[src/rtl/lrupr_pkg.sv]
// Shared types, constants and helpers for the LRU page replacement unit.
package lrupr_pkg;

   // Field widths fixed by the interface
   localparam int PAGE_W     = 12;
   localparam int OFFSET_W   = 21;
   localparam int COUNT_W    = 32;
   localparam int NF_W       = 5;
   localparam int NP_W       = 13;
   localparam int CSR_IDX_W  = 2;
   localparam int CSR_DATA_W = 21;

   // Defaults and limits
   localparam int FRAMES_DEFAULT = 16;
   localparam int PAGE_LIMIT     = 4096;

   // Register reset values
   localparam logic [NF_W-1:0]     NUM_FRAMES_RESET   = NF_W'(16);
   localparam logic [NP_W-1:0]     NUM_PAGES_RESET    = NP_W'(4096);
   localparam logic [OFFSET_W-1:0] OFFSET_LIMIT_RESET = OFFSET_W'(4096);

   typedef enum logic [CSR_IDX_W-1:0] {
      CSR_NUM_FRAMES   = 2'd0,
      CSR_NUM_PAGES    = 2'd1,
      CSR_OFFSET_LIMIT = 2'd2
   } csr_index_type;

   typedef enum logic [2:0] {
      STS_HIT        = 3'd0,
      STS_FILL       = 3'd1,
      STS_EVICT      = 3'd2,
      STS_BAD_PAGE   = 3'd3,
      STS_BAD_OFFSET = 3'd4
   } status_type;

   typedef enum logic {
      ST_IDLE,
      ST_EVAL
   } state_type;

   // Update command broadcast to every frame cell
   typedef struct packed {
      logic update;
      logic fill;
      logic evict;
   } cell_ctl_type;

   // Bits needed for a frame index or a recency rank
   function automatic int rank_width(input int frames);
      return (frames > 1) ? $clog2(frames) : 1;
   endfunction

endpackage

[src/rtl/lrupr_cell.sv]
// One frame cell: resident page, recency rank, tag compare and hit priority link.
module lrupr_cell import lrupr_pkg::*; #(
   parameter int FRAMES = FRAMES_DEFAULT,
   parameter int RANK_W = rank_width(FRAMES_DEFAULT)
) (
   input  logic              clock,
   input  logic              compare_en,
   input  logic [PAGE_W-1:0] lookup_page,
   input  logic [PAGE_W-1:0] new_page,
   input  logic              in_use,
   input  logic              first_in,
   output logic              first_out,
   output logic              hit_here,
   input  cell_ctl_type      ctl,
   input  logic              target,
   input  logic [RANK_W-1:0] sel_rank,
   output logic [RANK_W-1:0] rank,
   output logic [PAGE_W-1:0] page
);

   localparam logic [RANK_W-1:0] RANK_MAX = RANK_W'(FRAMES - 1);

   logic [PAGE_W-1:0] page_ff, page_in;
   logic [RANK_W-1:0] rank_ff, rank_in;
   logic              match_ff, match_in;
   logic              match;

   // tag compare is captured when the item is taken
   assign match_in = compare_en ? (page_ff == lookup_page) : match_ff;

   // lowest matching frame wins; the link ripples up the row
   assign match     = match_ff & in_use;
   assign hit_here  = match & ~first_in;
   assign first_out = first_in | match;

   // rank and page update
   always_comb begin
      rank_in = rank_ff;
      page_in = page_ff;
      if (ctl.update) begin
         if (target) begin
            rank_in = '0;
            if (ctl.fill || ctl.evict) begin
               page_in = new_page;
            end
         end else if (in_use) begin
            if (ctl.fill) begin
               if (rank_ff != RANK_MAX) begin
                  rank_in = rank_ff + RANK_W'(1);
               end
            end else if (rank_ff < sel_rank) begin
               rank_in = rank_ff + RANK_W'(1);
            end
         end
      end
   end

   always_ff @(posedge clock) begin
      page_ff  <= page_in;
      rank_ff  <= rank_in;
      match_ff <= match_in;
   end

   assign rank = rank_ff;
   assign page = page_ff;

endmodule

[src/rtl/lrupr_victim.sv]
// Victim picker: lowest-numbered in-use frame holding the greatest recency rank.
module lrupr_victim import lrupr_pkg::*; #(
   parameter int FRAMES = FRAMES_DEFAULT,
   parameter int RANK_W = rank_width(FRAMES_DEFAULT)
) (
   input  logic [FRAMES-1:0][RANK_W-1:0] ranks,
   input  logic [FRAMES-1:0]             in_use,
   output logic [FRAMES-1:0]             victim_sel,
   output logic [RANK_W-1:0]             max_rank
);

   logic [FRAMES-1:0] cand;
   logic [FRAMES-1:0] bit_set;

   // bitwise max search, MSB first: one OR reduction per rank bit
   always_comb begin
      cand     = in_use;
      bit_set  = '0;
      max_rank = '0;
      for (int b = RANK_W - 1; b >= 0; b--) begin
         for (int i = 0; i < FRAMES; i++) begin
            bit_set[i] = cand[i] & ranks[i][b];
         end
         max_rank[b] = |bit_set;
         if (|bit_set) begin
            cand = bit_set;
         end
      end
   end

   // isolate lowest remaining candidate
   assign victim_sel = cand & (~cand + FRAMES'(1));

endmodule

[src/rtl/lru_page_replacement.sv]
// Top level of the LRU page replacement unit.
//
// Usage:
//   Pulse start with req_page_number / req_word_offset while busy is low; the
//   item is taken at that clock edge. busy is high in the cycle after it.
//   The result shows on the rsp_ ports for one cycle with rsp_valid high, in the
//   cycle after busy.
//   A new item may be started in the same cycle the previous result is shown;
//   no new item is taken while busy is high.
//   On accept, each frame cell compares its page against the request. Then, while
//   busy: priority pick of the hit, bitwise max-rank victim search across the row,
//   and the rank/page update in every cell; the result is registered.
//   Configuration: csr_write with csr_index and csr_data, taken at once;
//   write only while no item is in flight. Indexes outside the list are
//   ignored.
//   Reset (synchronous, active high) empties all frames, clears the fault and
//   access counters and restores default configuration. No clearing pass.
//   The receiver cannot stall: each result is valid for one cycle only.
module lru_page_replacement import lrupr_pkg::*; #(
   parameter int FRAMES = FRAMES_DEFAULT,
   localparam int FRAME_W = rank_width(FRAMES)
) (
   input  logic                  clock,
   input  logic                  reset,
   // item request
   input  logic                  start,
   output logic                  busy,
   input  logic [PAGE_W-1:0]     req_page_number,
   input  logic [OFFSET_W-1:0]   req_word_offset,
   // result
   output logic                  rsp_valid,
   output logic [2:0]            rsp_status,
   output logic [FRAME_W-1:0]    rsp_frame_number,
   output logic [OFFSET_W-1:0]   rsp_offset_out,
   output logic [PAGE_W-1:0]     rsp_evicted_page,
   output logic [COUNT_W-1:0]    rsp_fault_count,
   output logic [COUNT_W-1:0]    rsp_access_count,
   // configuration
   input  logic                  csr_write,
   input  logic [CSR_IDX_W-1:0]  csr_index,
   input  logic [CSR_DATA_W-1:0] csr_data
);

   localparam int CNT_W = $clog2(FRAMES + 1);
   localparam int CMP_W = (CNT_W > NF_W) ? CNT_W : NF_W;

   // control state
   state_type state_ff, state_in;
   logic [NF_W-1:0]     num_frames_ff, num_frames_in;
   logic [NP_W-1:0]     num_pages_ff, num_pages_in;
   logic [OFFSET_W-1:0] offset_limit_ff, offset_limit_in;
   logic [CNT_W-1:0]    filled_ff, filled_in;
   logic [COUNT_W-1:0]  faults_ff, faults_in;
   logic [COUNT_W-1:0]  accesses_ff, accesses_in;
   logic                rsp_valid_ff, rsp_valid_in;

   // item payload
   logic [PAGE_W-1:0]   req_page_ff, req_page_in;
   logic [OFFSET_W-1:0] req_offset_ff, req_offset_in;
   logic                err_ff, err_in;
   status_type          err_status_ff, err_status_in;

   // result payload
   status_type          rsp_status_ff, rsp_status_in;
   logic [FRAME_W-1:0]  rsp_frame_ff, rsp_frame_in;
   logic [OFFSET_W-1:0] rsp_offset_ff, rsp_offset_in;
   logic [PAGE_W-1:0]   rsp_evicted_ff, rsp_evicted_in;
   logic [COUNT_W-1:0]  rsp_faults_ff, rsp_faults_in;
   logic [COUNT_W-1:0]  rsp_accesses_ff, rsp_accesses_in;

   logic accept, eval;
   logic bad_page, bad_offset;
   logic [CMP_W-1:0] nf_wide, cap_wide;
   logic [CNT_W-1:0] cap, used;
   logic has_free;

   logic [FRAMES-1:0]             in_use, hit_vec, fill_vec, victim_sel, target_vec;
   logic [FRAMES:0]               first_chain;
   logic [FRAMES-1:0][FRAME_W-1:0] cell_rank;
   logic [FRAMES-1:0][PAGE_W-1:0]  cell_page;
   logic [FRAME_W-1:0]            max_rank, hit_rank, sel_rank, frame_idx;
   logic [PAGE_W-1:0]             victim_page;
   logic                          hit_any;
   cell_ctl_type                  cell_ctl;

   // state machine: next state and handshake
   always_comb begin
      state_in = state_ff;
      busy     = 1'b0;
      eval     = 1'b0;
      unique case (state_ff)
         ST_IDLE: begin
            if (start) begin
               state_in = ST_EVAL;
            end
         end
         ST_EVAL: begin
            busy     = 1'b1;
            eval     = 1'b1;
            state_in = ST_IDLE;
         end
         default: begin
            state_in = ST_IDLE;
         end
      endcase
   end

   assign accept = start & ~busy;

   // configuration writes
   always_comb begin
      num_frames_in   = num_frames_ff;
      num_pages_in    = num_pages_ff;
      offset_limit_in = offset_limit_ff;
      if (csr_write) begin
         unique case (csr_index_type'(csr_index))
            CSR_NUM_FRAMES:   num_frames_in   = csr_data[NF_W-1:0];
            CSR_NUM_PAGES:    num_pages_in    = csr_data[NP_W-1:0];
            CSR_OFFSET_LIMIT: offset_limit_in = csr_data[OFFSET_W-1:0];
            default: ;
         endcase
      end
   end

   // request checks, captured with the item
   assign bad_page   = (NP_W'(req_page_number) >= num_pages_ff)
                    || (32'(req_page_number) >= 32'(PAGE_LIMIT));
   assign bad_offset = (req_word_offset == '0) || (req_word_offset > offset_limit_ff);

   always_comb begin
      req_page_in   = req_page_ff;
      req_offset_in = req_offset_ff;
      err_in        = err_ff;
      err_status_in = err_status_ff;
      if (accept) begin
         req_page_in   = req_page_number;
         req_offset_in = req_word_offset;
         err_in        = bad_page | bad_offset;
         err_status_in = bad_page ? STS_BAD_PAGE : STS_BAD_OFFSET;
      end
   end

   // capacity clamp and frames in use
   assign nf_wide  = CMP_W'(num_frames_ff);
   assign cap_wide = (nf_wide == '0) ? CMP_W'(1) :
                     (nf_wide > CMP_W'(FRAMES)) ? CMP_W'(FRAMES) : nf_wide;
   assign cap      = cap_wide[CNT_W-1:0];
   assign used     = (filled_ff < cap) ? filled_ff : cap;
   assign has_free = used < cap;

   always_comb begin
      for (int i = 0; i < FRAMES; i++) begin
         in_use[i]   = CNT_W'(i) < used;
         fill_vec[i] = CNT_W'(i) == used;
      end
   end

   // frame cell row
   assign first_chain[0] = 1'b0;

   for (genvar g = 0; g < FRAMES; g++) begin : g_cell
      lrupr_cell #(
         .FRAMES (FRAMES),
         .RANK_W (FRAME_W)
      ) u_cell (
         .clock       (clock),
         .compare_en  (accept),
         .lookup_page (req_page_number),
         .new_page    (req_page_ff),
         .in_use      (in_use[g]),
         .first_in    (first_chain[g]),
         .first_out   (first_chain[g+1]),
         .hit_here    (hit_vec[g]),
         .ctl         (cell_ctl),
         .target      (target_vec[g]),
         .sel_rank    (sel_rank),
         .rank        (cell_rank[g]),
         .page        (cell_page[g])
      );
   end

   assign hit_any = first_chain[FRAMES];

   lrupr_victim #(
      .FRAMES (FRAMES),
      .RANK_W (FRAME_W)
   ) u_victim (
      .ranks      (cell_rank),
      .in_use     (in_use),
      .victim_sel (victim_sel),
      .max_rank   (max_rank)
   );

   // update command for the row
   always_comb begin
      cell_ctl.update = eval & ~err_ff;
      cell_ctl.fill   = ~hit_any & has_free;
      cell_ctl.evict  = ~hit_any & ~has_free;
      if (hit_any) begin
         target_vec = hit_vec;
      end else if (has_free) begin
         target_vec = fill_vec;
      end else begin
         target_vec = victim_sel;
      end
   end

   // one-hot selects to indexes and values
   always_comb begin
      frame_idx   = '0;
      hit_rank    = '0;
      victim_page = '0;
      for (int i = 0; i < FRAMES; i++) begin
         if (target_vec[i]) begin
            frame_idx = frame_idx | FRAME_W'(i);
         end
         if (hit_vec[i]) begin
            hit_rank = hit_rank | cell_rank[i];
         end
         if (victim_sel[i]) begin
            victim_page = victim_page | cell_page[i];
         end
      end
   end

   assign sel_rank = hit_any ? hit_rank : max_rank;

   // counters and fill level
   always_comb begin
      filled_in   = filled_ff;
      faults_in   = faults_ff;
      accesses_in = accesses_ff;
      if (cell_ctl.update) begin
         if (accesses_ff != '1) begin
            accesses_in = accesses_ff + COUNT_W'(1);
         end
         if (!hit_any && faults_ff != '1) begin
            faults_in = faults_ff + COUNT_W'(1);
         end
         if (cell_ctl.fill) begin
            filled_in = used + CNT_W'(1);
         end
      end
   end

   // result register
   always_comb begin
      rsp_valid_in    = eval;
      rsp_status_in   = rsp_status_ff;
      rsp_frame_in    = rsp_frame_ff;
      rsp_offset_in   = rsp_offset_ff;
      rsp_evicted_in  = rsp_evicted_ff;
      rsp_faults_in   = rsp_faults_ff;
      rsp_accesses_in = rsp_accesses_ff;
      if (eval) begin
         rsp_offset_in   = req_offset_ff;
         rsp_faults_in   = faults_in;
         rsp_accesses_in = accesses_in;
         if (err_ff) begin
            rsp_status_in  = err_status_ff;
            rsp_frame_in   = '0;
            rsp_evicted_in = '0;
         end else begin
            rsp_frame_in = frame_idx;
            if (hit_any) begin
               rsp_status_in  = STS_HIT;
               rsp_evicted_in = '0;
            end else if (has_free) begin
               rsp_status_in  = STS_FILL;
               rsp_evicted_in = '0;
            end else begin
               rsp_status_in  = STS_EVICT;
               rsp_evicted_in = victim_page;
            end
         end
      end
   end

   // control registers
   always_ff @(posedge clock) begin
      if (reset) begin
         state_ff        <= ST_IDLE;
         num_frames_ff   <= NUM_FRAMES_RESET;
         num_pages_ff    <= NUM_PAGES_RESET;
         offset_limit_ff <= OFFSET_LIMIT_RESET;
         filled_ff       <= '0;
         faults_ff       <= '0;
         accesses_ff     <= '0;
         rsp_valid_ff    <= 1'b0;
      end else begin
         state_ff        <= state_in;
         num_frames_ff   <= num_frames_in;
         num_pages_ff    <= num_pages_in;
         offset_limit_ff <= offset_limit_in;
         filled_ff       <= filled_in;
         faults_ff       <= faults_in;
         accesses_ff     <= accesses_in;
         rsp_valid_ff    <= rsp_valid_in;
      end
   end

   // payload registers
   always_ff @(posedge clock) begin
      req_page_ff     <= req_page_in;
      req_offset_ff   <= req_offset_in;
      err_ff          <= err_in;
      err_status_ff   <= err_status_in;
      rsp_status_ff   <= rsp_status_in;
      rsp_frame_ff    <= rsp_frame_in;
      rsp_offset_ff   <= rsp_offset_in;
      rsp_evicted_ff  <= rsp_evicted_in;
      rsp_faults_ff   <= rsp_faults_in;
      rsp_accesses_ff <= rsp_accesses_in;
   end

   assign rsp_valid        = rsp_valid_ff;
   assign rsp_status       = rsp_status_ff;
   assign rsp_frame_number = rsp_frame_ff;
   assign rsp_offset_out   = rsp_offset_ff;
   assign rsp_evicted_page = rsp_evicted_ff;
   assign rsp_fault_count  = rsp_faults_ff;
   assign rsp_access_count = rsp_accesses_ff;

`ifndef NO_ASSERTIONS
   // every taken item is answered with rsp_valid after its evaluation cycle
   a_latency: assert property (@(posedge clock) disable iff (reset)
      (start && !busy) |-> ##2 rsp_valid)
      else $error("item result missing two cycles after accept");

   // a result only follows an evaluation cycle
   a_rsp_source: assert property (@(posedge clock) disable iff (reset)
      rsp_valid |-> $past(state_ff == ST_EVAL))
      else $error("result without evaluation");

   // an update touches exactly one target frame
   a_target_onehot: assert property (@(posedge clock) disable iff (reset)
      cell_ctl.update |-> $onehot(target_vec))
      else $error("update target not one-hot");

   // fill level moves only on a fill into a free frame
   a_filled_step: assert property (@(posedge clock) disable iff (reset)
      (filled_ff != $past(filled_ff)) |-> $past(cell_ctl.update && cell_ctl.fill))
      else $error("fill level changed without a fill");

   // error results carry no frame and no evicted page
   a_err_zero: assert property (@(posedge clock) disable iff (reset)
      (rsp_valid && (rsp_status == STS_BAD_PAGE || rsp_status == STS_BAD_OFFSET))
      |-> (rsp_frame_number == '0 && rsp_evicted_page == '0))
      else $error("error result with nonzero frame or page");
`endif

endmodule

[config.mk]
export PLATFORM = sky130hd
export DESIGN_NAME = lru_page_replacement
export DESIGN_NICKNAME = d
export VERILOG_FILES = /design/src/rtl/lrupr_pkg.sv /design/src/rtl/lrupr_cell.sv /design/src/rtl/lrupr_victim.sv /design/src/rtl/lru_page_replacement.sv
export SDC_FILE = /design/constraint.sdc
export NUM_CORES = 1
export LEC_CHECK = 0
export ABC_AREA = 0
export BUFFER_PORTS_ARGS = -buffer_cell sky130_fd_sc_hd__buf_2
export CAP_MARGIN = 0
export CORE_MARGIN = 3
export CORE_UTILIZATION = 45
export DETAILED_ROUTE_END_ITERATION = 10
export PLACE_DENSITY = 0.62
export SYNTH_ARGS = -nofsm -noshare
export SYNTH_HDL_FRONTEND = slang
export SYNTH_SLANG_ARGS = --single-unit
[constraint.sdc]
create_clock -name clock -period 7.3 [get_ports clock]
set_input_delay 0.73 -clock clock [delete_from_list [all_inputs] [get_ports clock]]
set_output_delay 0.73 -clock clock [all_outputs]
set_load 0.05 [all_outputs]
== Word-level counts from Yosys, hierarchy flattened ==
Index checks and enable logic that the tools add are counted.

* Add/subtract/negate cells: 20
* $mul: 0
* Divide/modulo/power cells: 0
* $lt $le $gt $ge: 37
* Eq/ne operators: 67
* Shift-type cells: 0
* Muxes and demuxes: 132
* Bitwise gates (word level): 167
* Reduce and logical (&&, ||, !) cells: 81

{| class="wikitable"
|+ Operators by type and width
! kind !! number
|-
| 4-bit 2-to-1 mux || 89
|-
| 12-bit == test || 16
|-
| 12-bit 2-to-1 mux || 16
|-
| 12-bit bitwise OR || 15
|-
| 32-bit 2-to-1 mux || 4
|-
| 1-bit AND || 99
|-
| 16-bit 2-to-1 mux || 6
|-
| 32-bit by 1-bit adder with 32-bit output, second input constant || 2
|-
| 4-bit by 1-bit adder with 4-bit output, second input constant || 16
|-
| 4-bit less-than comparator || 16
|-
| 32-bit != test, second input constant || 2
|-
| 4-bit != test, second input constant || 16
|-
| 4-bit AND reduction || 16
|-
| 16-bit OR reduction || 4
|-
| 4-bit bitwise OR || 15
|-
| 3-bit != test, second input constant || 16
|-
| 3-bit AND reduction || 16
|-
| 3-bit nonzero test || 16
|-
| 4-bit by 5-bit == test with 1-bit output, first input constant || 8
|-
| 4-bit by 5-bit less-than comparator with 1-bit output, first input constant || 8
|-
| 2-bit nonzero test || 16
|-
| 21-bit greater-than comparator || 1
|-
| 21-bit zero test || 1
|-
| 3-bit by 5-bit == test with 1-bit output, first input constant || 4
|-
| other kinds (28) || 86
|}

* Register bits: 523
* Latch bits: 0
* Bits in writable memories: 0
* Memory bits (read-only): 0
* Input bits: 60
* Memories: 0

== Longest topological paths before layout ==
Gate-level depths: netlist of run 1.

* Depth after elaboration: 52
* Mapped depth: 27
* Mapped depth without buffers: 23

== By module ==
Synthesis of run 1 repeated with hierarchy kept, for this count alone.

* Cells, all modules: 2332
* Area total of the unflattened synthesis: 26835.7 um2

{| class="wikitable"
|+ By module, submodules not included
! module !! instances !! cells an instance !! area an instance (um2) !! sequential area each (um2)
|-
| lrupr_cell || 16 || 59 || 817.0 || 510.5
|-
| lru_page_replacement || 1 || 1180 || 12308.1 || 6406.1
|-
| lrupr_victim || 1 || 208 || 1455.1 || 0.0
|}

== Worst setup path before layout of run 1 ==
OpenSTA, ideal clock, no wires.

* Path type: register to register
* Start: register num_frames_ff[2] (netlist: nf_wide[2])
* End: register g_cell[4].u_cell.page_ff[0] (enable)
* Setup time: 380 ps
* Data arrival time: 6298 ps
* Required time: 6920 ps
* Slack: 622 ps
* Cell stages (with the launch flop): 24
* Path buffers: 4
* Path through: dfxtp_1 clkbuf_1 nand2_1 ha_1 a211oi_4 o21a_2 buf_6 a21oi_1 a21oi_1 o311ai_1 o2111a_1 a31o_2 a2111oi_4 o21a_1 nor4_4 buf_6 o221a_2 a22oi_1 o31ai_1 or2_2 nor3_1 clkbuf_1 a221oi_1 nor2_1

* Cells in the longest elaborated chain, start to end: 26

{| class="wikitable"
|+ RTL lines
! item !! RTL line !! source
|-
| start: declaration || lru_page_replacement.sv:49 || <nowiki>logic [NF_W-1:0] num_frames_ff, num_frames_in;</nowiki>
|-
| start signal: assignment || lru_page_replacement.sv:292 || <nowiki>num_frames_ff <= num_frames_in;</nowiki>
|-
| 5-bit greater-than comparator || lru_page_replacement.sv:146 || <nowiki>(nf_wide > CMP_W'(FRAMES)) ? CMP_W'(FRAMES) : nf_wide;</nowiki>
|-
| 5-bit 2-to-1 mux || lru_page_replacement.sv:146 ||
|-
| 5-bit 2-to-1 mux (*) || lru_page_replacement.sv:145 || <nowiki>assign cap_wide = (nf_wide == '0) ? CMP_W'(1) :</nowiki>
|-
| branches (longest 22 deep; another with 5-bit less-than comparator) || n/a ||
|-
| 3-bit AND reduction (no source line) (*) || n/a ||
|-
| end signal: assignment || lrupr_cell.sv:59 || <nowiki>page_ff <= page_in;</nowiki>
|-
| end: declaration || lrupr_cell.sv:23 || <nowiki>logic [PAGE_W-1:0] page_ff, page_in;</nowiki>
|}

Every way passes the cells marked *.
A chain may end at the register's enable or synchronous reset.

== Worst setup path in the final report of run 1 ==
* Start: register num_frames_ff[4] (netlist: nf_wide[4])
* End: register g_cell[2].u_cell.rank_ff[0] (enable)

* Cells in the longest elaborated chain, start to end: 42

{| class="wikitable"
|+ RTL lines
! item !! RTL line !! source
|-
| 5-bit greater-than comparator || lru_page_replacement.sv:146 ||
|-
| 5-bit 2-to-1 mux || lru_page_replacement.sv:146 ||
|-
| 5-bit 2-to-1 mux (*) || lru_page_replacement.sv:145 ||
|-
| 5-bit less-than comparator || lru_page_replacement.sv:148 || <nowiki>assign used = (filled_ff < cap) ? filled_ff : cap;</nowiki>
|-
| 5-bit 2-to-1 mux || lru_page_replacement.sv:148 ||
|-
| 1-bit by 5-bit less-than comparator with 1-bit output || lru_page_replacement.sv:153 || <nowiki>in_use[i] = CNT_W'(i) < used;</nowiki>
|-
| 1-bit AND || lrupr_cell.sv:32 || <nowiki>assign match = match_ff & in_use;</nowiki>
|-
| 4-bit 2-to-1 mux / 1-bit NOT (equally long branches) || lru_page_replacement.sv:217, lrupr_cell.sv:33 ||
|-
| (+26 left out) || n/a ||
|-
| 4-bit bitwise OR || lru_page_replacement.sv:218 || <nowiki>hit_rank = hit_rank | cell_rank[i];</nowiki>
|-
| 4-bit 2-to-1 mux || lru_page_replacement.sv:217 || <nowiki>if (hit_vec[i]) begin</nowiki>
|-
| 4-bit bitwise OR || lru_page_replacement.sv:218 ||
|-
| 4-bit 2-to-1 mux || lru_page_replacement.sv:217 ||
|-
| 4-bit 2-to-1 mux || lru_page_replacement.sv:226 || <nowiki>assign sel_rank = hit_any ? hit_rank : max_rank;</nowiki>
|-
| 4-bit less-than comparator || lrupr_cell.sv:51 || <nowiki>end else if (rank_ff < sel_rank) begin</nowiki>
|-
| 3-bit nonzero test (no source line) || n/a ||
|-
| 4-bit AND reduction (no source line) (*) || n/a ||
|-
| end signal: assignment || lrupr_cell.sv:60 || <nowiki>rank_ff <= rank_in;</nowiki>
|-
| end: declaration || lrupr_cell.sv:24 || <nowiki>logic [RANK_W-1:0] rank_ff, rank_in;</nowiki>
|}

Every way passes the cells marked *; elsewhere a longest branch is shown, timed or not.

==> results.txt, run 1 <==
----------------------------------------------------
[Cells and area]
  Most common library cell in the layout ignoring fill and taps ... sky130_fd_sc_hd__edfxtp_1
  # nets final ... 2,891
  Area grow syn2layout ... 15.7%
  Final core occ ... 53.0%
  Cell area after layout ... 32,200 µm²
  Ratio of cells with drive above 1 in the final layout ... 17.5%
  Final cell count without fillers ... 3,548
  Count of inserted antenna diode cells ... 0
  Top library cells by usage in the layout, fill and taps aside ... 412 x sky130_fd_sc_hd__edfxtp_1, 246 x sky130_fd_sc_hd__xnor2_1, 199 x sky130_fd_sc_hd__nand2_1
  Fill cells ... 5,279

[Floorplanning]
  Die width ... 255 µm
  Initial core utilization ... 45.8%
  Die Footprint ... 64,800 µm²
  Height of the die ... 255 µm
  Core Rows ... 90
  I/O pin cnt ... 166
  Core outline area ... 60,700 µm²

[Routing]
  Final wirelength ... 97,100 µm
  Count of TritonRoute iterations in the first routing pass ... 8
  Number of nets with antenna violations after detailed routing ... 0
  DR WL/cell ... 27.4 µm
  Vias ... 22,300
  Initial DRC Count ... 2,633
  Residual DRC ... 0
  Via-per-instance ratio ... 6.28

[Global route]
  Initial antenna violation count ... 1
  Maximum number of pins on one net before global-route repair ... 79
  Grt ovf ... 0
  First-pass GRT wire length ... 142,000 µm
  Vias in the first global route ... 21,800
  GRT Total Usage ... 29.7%

[STA]
  Total negative slack ... 0 ns
  Min Tclk post-route ... 7.06 ns
  Final period utilization ... 96.8%
  RSZ-0062 raised after global routing ... yes
  Transition at the pin with the smallest max-transition slack ... 1.25 ns
  Final worst clock skew ... 0.0479 ns
  Worst max-slew margin expressed relative to the limit ... 16.5%
  Fin Hold WS ... 0.336 ns
  Number of endpoints failing setup at the final stage ... 0
  Timing-limited maximum frequency ... 142 MHz
  Number of max-slew violations in the final report ... 0
  Worst setup slack after layout ... 0.236 ns
  Final-report hold violation count ... 0

[Worst setup path]
  Worst setup path category ... reg2reg
  CP max FO ... 23
  Type of element launching the critical path ... flop
  Arrival time of the worst setup path ... 7.33 ns
  Crit path capture type ... flop
  Delay of the slowest cell on the worst path ... 0.57 ns
  Standard cell with the maximum stage delay on the critical path ... sky130_fd_sc_hd__a2111oi_4
  Worst EP required ... 7.56 ns

[Synth]
  Synth Cell Area ... 27,800 µm²
  Syn nets ... 2,659
  Number of synthesis warnings ... 0
  Gate Count Post-Synth ... 2,490
  Post-synthesis cell type count ... 104
  Synthesized area divided by synthesized cell count ... 11.2 µm²
  Synthesis-stage register bit count ... 522
  Number of synthesized flops with an enable pin ... 412
  Post-synth top flop ... sky130_fd_sc_hd__edfxtp_1
  Share of async-settable or async-resettable flops after synthesis ... 0%
  Proportion of synthesized chip area in sequential cells ... 52.4%

[Clock network]
  Worst-case clock buffer depth ... 3
  CTS H-Tree Depth ... 2
  TritonCTS clock tree ... yes
  Number of clock sinks ... 522
  Cts bufs inserted ... 55
  Clk Latency, worst-skew pair ... 0.64 ns
  Root buf cell ... sky130_fd_sc_hd__clkbuf_16
  Clock-pin transition on the worst setup and hold timing paths ... 0.06 ns

[Power]
  Power per cell area ... 238 nW/µm²
  Total power ... 7.67 mW
  Leakage component of the power ... 11.5 nW
  VDD IR-drop max ... 0.241 mV

[Placement]
  Number of port buffers ... 165
  Pre-CTS worst setup slack ... -0.00744 ns
  Total placed cells including tap cells ... 3,445
  Gpl congestion ... 1.01
  Placed cell area ... 30,200 µm²
  HPWL reported at the end of detailed placement ... 70,800 µm

[Outcome]
  Run status ... finished clean

[Worst hold path]
  Type of the tightest min-delay check ... in2reg

[Run]
  Max-capacitance violation count ... 0

----------------------------------------------------
-- cells by family after synthesis --
| kind of cell | after synthesis | synth area share [%] |
|---|---|---|
| simple gates | 785 | 14.7 |
| xor+xnor | 286 | 9.01 |
| compound gates | 569 | 15.6 |
| buf+inv | 210 | 3.03 |
| fa+ha+maj | 109 | 4.91 |
| flops | 522 | 52.4 |
| mux | 9 | 0.333 |
-- synth_stat cells (8+ instances only) --
cell type / number / area share (%)
sky130_fd_sc_hd__a222oi_1: 12 / 0.43
sky130_fd_sc_hd__a221o_1: 11 / 0.40
sky130_fd_sc_hd__edfxtp_1: 412 / 45
sky130_fd_sc_hd__nand2_1: 200 / 2.7
sky130_fd_sc_hd__nand3_1: 65 / 1.2
sky130_fd_sc_hd__o21ai_0: 51 / 0.92
sky130_fd_sc_hd__nand4_1: 78 / 1.8
sky130_fd_sc_hd__o2bb2ai_1: 12 / 0.38
sky130_fd_sc_hd__o221ai_1: 9 / 0.28
sky130_fd_sc_hd__o21a_1: 46 / 1.2
sky130_fd_sc_hd__ha_1: 109 / 4.9
sky130_fd_sc_hd__a211o_1: 8 / 0.25
sky130_fd_sc_hd__o22ai_1: 18 / 0.41
sky130_fd_sc_hd__nor3_1: 45 / 0.81
sky130_fd_sc_hd__o2111ai_1: 13 / 0.41
sky130_fd_sc_hd__a221oi_1: 35 / 1.1
sky130_fd_sc_hd__nor4_1: 18 / 0.41
sky130_fd_sc_hd__a22oi_1: 34 / 0.92
sky130_fd_sc_hd__o211ai_1: 19 / 0.51
sky130_fd_sc_hd__and3_1: 30 / 0.68
sky130_fd_sc_hd__a22o_1: 29 / 0.91
sky130_fd_sc_hd__nor2_1: 141 / 1.9
sky130_fd_sc_hd__a31oi_1: 39 / 0.88
sky130_fd_sc_hd__and2_1: 33 / 0.74
sky130_fd_sc_hd__nor2b_1: 84 / 1.9
sky130_fd_sc_hd__and4_1: 8 / 0.25
sky130_fd_sc_hd__dfxtp_1: 110 / 7.9
sky130_fd_sc_hd__a21oi_1: 91 / 1.6
sky130_fd_sc_hd__o31ai_1: 9 / 0.24
sky130_fd_sc_hd__xnor2_1: 246 / 7.8
sky130_fd_sc_hd__inv_1: 70 / 0.95
sky130_fd_sc_hd__clkbuf_1: 113 / 1.5
sky130_fd_sc_hd__nand2b_1: 17 / 0.38
sky130_fd_sc_hd__buf_1: 11 / 0.15
sky130_fd_sc_hd__or3_1: 17 / 0.38
sky130_fd_sc_hd__a211oi_1: 20 / 0.54
sky130_fd_sc_hd__a21o_1: 18 / 0.49
sky130_fd_sc_hd__xor2_1: 40 / 1.3
-- worst max-delay path, delay by kind of cell, from the launching register on --
family                   cells  cell delay (ns)
AND/OR/NAND/NOR              5             0.91
flip-flops                   1             0.31
adder cells (fa/ha/maj)      1             0.38
buffers and inverters        5             0.98
AO/OA/AOI/OAI               14             4.13
-- final cells by class --
class	count	area, µm²	area share [%]
Clock buffer	73	1510	4.68
Clock inverter	28	268	0.833
Inverter	73	274	0.852
Multi-Input combinational cell	1758	12600	39.1
Sequential cell	522	14600	45.3
Tap cell	782	978	3.04
Timing Repair Buffer	312	1970	6.14
-- power by group --
part	internal, mW	switching [mW]
Sequential	3.26	0.0686
Combinational	0.556	1.01
Clock	1.59	1.18
Total	5.41	2.26
-- per-layer routing --
| metal | up-vias | GRT usage, % | part of all wire (%) |
|---|---|---|---|
| met1 | 11000 | 38.8 | 40 |
| met3 | 295 | 4.67 | 7.8 |
| met2 | 1176 | 48.3 | 47 |
| met4 | 0 | 14.6 | 5.4 |
| met5 | - | 0 | 0 |
| li1 | 9843 | - | - |
-- state kept, by name, summed over array words and instances, names as in the netlist, 3 cells and up --
name / count
nf_wide: 5
g_cell.u_cell.page: 192
rsp_status: 3
filled_ff: 5
rsp_frame_number: 4
g_cell.u_cell.match_ff: 16
req_page_ff: 12
accesses_ff: 32
rsp_access_count: 32
req_offset_ff: 21
num_pages_ff: 13
offset_limit_ff: 21
rsp_evicted_page: 12
rsp_fault_count: 32
rsp_offset_out: 21
g_cell.u_cell.rank: 64
faults_ff: 32
-- path summary, 6_finish.rpt --
path / startpoint / to / slack [ns] / cells after the start
max: nf_wide[4]$_SDFFE_PP1P_ / g_cell[2].u_cell.rank[0]$_SDFFCE_PN0P_ / 0.24 / 25
min: req_word_offset[3] / req_offset_ff[3]$_DFFE_PP_ / 0.34 / 1
max reg2reg: nf_wide[4]$_SDFFE_PP1P_ / g_cell[2].u_cell.rank[0]$_SDFFCE_PN0P_ / 0.24 / 25
min reg2reg: req_offset_ff[5]$_DFFE_PP_ / rsp_offset_out[5]$_DFFE_PP_ / 0.42 / 0
-- repair_timing --
item / CTS / global route
setup buffers: 0 / 2
resized for setup: 1 / 29
pin swaps: 0 / 2
setup endpoints to repair: 12 / 251
hold buffers: 0 / 0
No activity file was read; power rests on OpenSTA's default activity.
==> inputs of run 2 (changes only) <==
Settings changed: ABC_AREA 0 to 1.
==> run 2 against run 1 <==
Via count is 4.9% higher. Critical path type unchanged. Combinational power grew to 7.0 times the previous value. Synthesized cell count is 25% higher. Sequential cell count stayed put. Register-to-register slack worse by 0.02 ns. Design area is 5.1% higher. Critical path depth is 20 higher. Highest routed layer unchanged. Sequential power is 3% higher. Total power is 130% higher.
==> results.txt, run 2 <==
----------------------------------------------------
[Outcome]
  Run status ... finished clean

[Synth]
  Number of synthesis warnings ... 0
  Proportion of synthesized chip area in sequential cells ... 51.5%
  Post-synthesis cell type count ... 61
  Syn nets ... 3,278
  Dominant cells by area after synthesis ... sky130_fd_sc_hd__edfxtp_1 44%, sky130_fd_sc_hd__nand2_1 8.2%, sky130_fd_sc_hd__dfxtp_1 7.8%, sky130_fd_sc_hd__ha_1 4.8%, sky130_fd_sc_hd__inv_1 4.6%
  Top-area cell type share of the netlist area ... 43.7%
  Number of synthesized flops with an enable pin ... 412
  Synth Cell Area ... 28,300 µm²
  Commonest cells in the synthesized netlist ... 618 x sky130_fd_sc_hd__nand2_1, 412 x sky130_fd_sc_hd__edfxtp_1, 346 x sky130_fd_sc_hd__inv_1
  Cell type with the highest aggregate area in the netlist ... sky130_fd_sc_hd__edfxtp_1
  Share of async-settable or async-resettable flops after synthesis ... 0%
  Most common cell in the netlist ... sky130_fd_sc_hd__nand2_1
  Synthesis-stage register bit count ... 522
  Synthesized area divided by synthesized cell count ... 9.11 µm²
  Post-synth top flop ... sky130_fd_sc_hd__edfxtp_1
  Gate Count Post-Synth ... 3,109

[Routing]
  Vias ... 23,400
  Final wirelength ... 85,800 µm
  Via-per-instance ratio ... 5.43
  Initial DRC Count ... 2,300
  Number of nets with antenna violations after detailed routing ... 0
  DR WL/cell ... 19.9 µm
  Residual DRC ... 0
  Count of TritonRoute iterations in the first routing pass ... 6

[Cells and area]
  Final cell count without fillers ... 4,304
  Top library cells by usage in the layout, fill and taps aside ... 577 x sky130_fd_sc_hd__nand2_1, 412 x sky130_fd_sc_hd__edfxtp_1, 342 x sky130_fd_sc_hd__inv_1
  Sequential cell area ... 14,600 µm²
  Final core occ ... 54.6%
  Area grow syn2layout ... 19.3%
  Ratio of cells with drive above 1 in the final layout ... 18.6%
  Fill cells ... 5,582
  Most common library cell in the layout ignoring fill and taps ... sky130_fd_sc_hd__nand2_1
  # nets final ... 3,588
  Multi-input gate area ... 12,500 µm²
  Largest register FFs ... 192

[Floorplanning]
  I/O pin cnt ... 166
  Height of the die ... 257 µm
  Die Footprint ... 66,000 µm²
  Initial core utilization ... 45.7%
  Die width ... 257 µm
  Core outline area ... 61,900 µm²
  Core Rows ... 91

[Worst setup path]
  Arrival time of the worst setup path ... 7.42 ns
  Register-to-register setup slack ... 0.22 ns
  Type of element launching the critical path ... flop
  Length in cells of the worst reg-to-reg path ... 45
  Standard cell with the maximum stage delay on the critical path ... sky130_fd_sc_hd__dfxtp_2
  Worst EP required ... 7.64 ns
  Delay of the slowest cell on the worst path ... 0.36 ns
  CP Buf/Inv Count ... 9
  R2R Path Start ... nf_wide[4]$_SDFFE_PP1P_
  Capture instance of the worst register-to-register path ... g_cell[14].u_cell.page[8]$_DFFE_PP_
  CP max FO ... 10
  Crit path capture type ... flop
  Most used cell, CP ... sky130_fd_sc_hd__nand2_1
  Worst setup path category ... reg2reg
  Crit path max-delay family ... simple AND/OR/NAND/NOR gates

[Power]
  Power per cell area ... 521 nW/µm²
  Leakage component of the power ... 13.9 nW
  Total power ... 17.6 mW
  VDD IR-drop max ... 0.482 mV

[Global route]
  Vias in the first global route ... 22,500
  Met3 layer usage reported by global route ... 2.98%
  Maximum number of pins on one net before global-route repair ... 59
  Grt ovf ... 0
  Most Used Layer, Global Route ... met2
  First-pass GRT wire length ... 130,000 µm
  Met1 layer usage reported by global route ... 34.3%
  GR Layer Usage met2 ... 41.4%
  GRT Total Usage ... 25.1%
  Initial antenna violation count ... 1

[STA]
  Number of endpoints failing setup at the final stage ... 0
  Number of max-slew violations in the final report ... 0
  Final period utilization ... 97.0%
  Total negative slack ... 0 ns
  Final-report hold violation count ... 0
  Min Tclk post-route ... 7.08 ns
  Worst max-slew margin expressed relative to the limit ... 27.9%
  Transition at the pin with the smallest max-transition slack ... 1.07 ns
  Final worst clock skew ... 0.0420 ns
  Timing-limited maximum frequency ... 141 MHz
  RSZ-0062 raised after global routing ... yes

[Worst hold path]
  Sink of the worst hold path ... req_offset_ff[18]$_DFFE_PP_
  Critical hold path startpoint ... req_word_offset[18]
  Type of the tightest min-delay check ... in2reg
  Hold Path Depth ... 1

[Clock network]
  Root buf cell ... sky130_fd_sc_hd__clkbuf_16
  Clock-pin transition on the worst setup and hold timing paths ... 0.06 ns
  CTS H-Tree Depth ... 2
  Number of clock sinks ... 522
  TritonCTS clock tree ... yes
  Clk Latency, worst-skew pair ... 0.64 ns
  Worst-case clock buffer depth ... 3
  Cts bufs inserted ... 55

[Run]
  Max-capacitance violation count ... 0

[Placement]
  Total placed cells including tap cells ... 4,152
  Gpl congestion ... 1.02
  HPWL reported at the end of detailed placement ... 65,000 µm
  Number of port buffers ... 165

----------------------------------------------------
==> run 2: kinds of logic after synthesis <==
family	share of synthesized area [%]
XOR/XNOR	7.02
flip-flops	51.5
adder cells (fa/ha/maj)	4.82
AND/OR/NAND/NOR	24.5
buffers and inverters	6.17
AO/OA/AOI/OAI	6.04
==> run 2: routing by layer <==
metal | vias up | part of all wire (%)
li1 | 11100 | -
met1 | 11200 | 43
met2 | 868 | 47
met3 | 173 | 6.8
met4 | 0 | 3.2
met5 | - | 0
==> run 2: metrics by stage <==
stage / cell area [µm²] / hold WS (ns) / setup slack, ns
2_1_floorplan: 28300 / 0.400 / 1.07
3_3_place_gp: 30800 / 0.403 / -0.0825
3_5_place_dp: 30800 / 0.406 / -0.0986
4_1_cts: 32900 / 0.287 / -0.0603
5_1_grt: 33800 / 0.304 / -0.137
6_report: 33800 / 0.326 / 0.220
==> run 2: what timing repair did <==
item                       in CTS  in global routing
resized for setup               3                135
hold buffers                    0                  0
buffers inserted                2                 40
gates cloned                    0                  5
pin swaps                       1                 32
setup endpoints to repair      69                343
==> run 2: worst reg2reg max path, delay by kind of cell, from the launching register on <==
| kind | cells | cell delay [ns] |
|---|---|---|
| flip-flops | 1 | 0.36 |
| AO/OA/AOI/OAI | 2 | 0.36 |
| adder cells (fa/ha/maj) | 1 | 0.29 |
| AND/OR/NAND/NOR | 33 | 4.45 |
| buffers and inverters | 9 | 1.32 |
==> run 2: final cells by class <==
| cell class | count | share of cell area [%] |
|---|---|---|
| multi-input combinational | 2149 | 36.9 |
| timing repair buffer | 332 | 6.66 |
| antenna | 1 | 0.00741 |
| inverter | 359 | 4.02 |
| tap | 837 | 3.10 |
| clock inverter | 39 | 1.83 |
| clock buffer | 65 | 4.30 |
| sequential | 522 | 43.1 |
==> run 2: power by group <==
| group | internal [mW] | switching [mW] |
|---|---|---|
| Combinational | 3.75 | 7.26 |
| Sequential | 3.34 | 0.0936 |
| Clock | 1.94 | 1.24 |
==> run 2: how the worst max path moves through the flow <==
| stage | from | endpoint | slack (ns) | cells past startpoint |
|---|---|---|---|---|
| 2_1_floorplan | nf_wide[2]$_SDFFE_PP0P_ | g_cell[14].u_cell.page[0]$_DFFE_PP_ | 1.07 | 51 |
| 3_3_place_gp | nf_wide[2]$_SDFFE_PP0P_ | rsp_evicted_page[5]$_SDFFCE_PP0P_ | -0.08 | 53 |
| 3_5_place_dp | nf_wide[2]$_SDFFE_PP0P_ | rsp_evicted_page[5]$_SDFFCE_PP0P_ | -0.1 | 54 |
| 4_1_cts | nf_wide[0]$_SDFFE_PP0P_ | g_cell[11].u_cell.rank[2]$_SDFFCE_PP0P_ | -0.06 | 47 |
| 5_1_grt | nf_wide[4]$_SDFFE_PP1P_ | rsp_evicted_page[9]$_SDFFCE_PP0P_ | -0.14 | 50 |
| 6_report | nf_wide[4]$_SDFFE_PP1P_ | g_cell[14].u_cell.page[8]$_DFFE_PP_ | 0.22 | 45 |
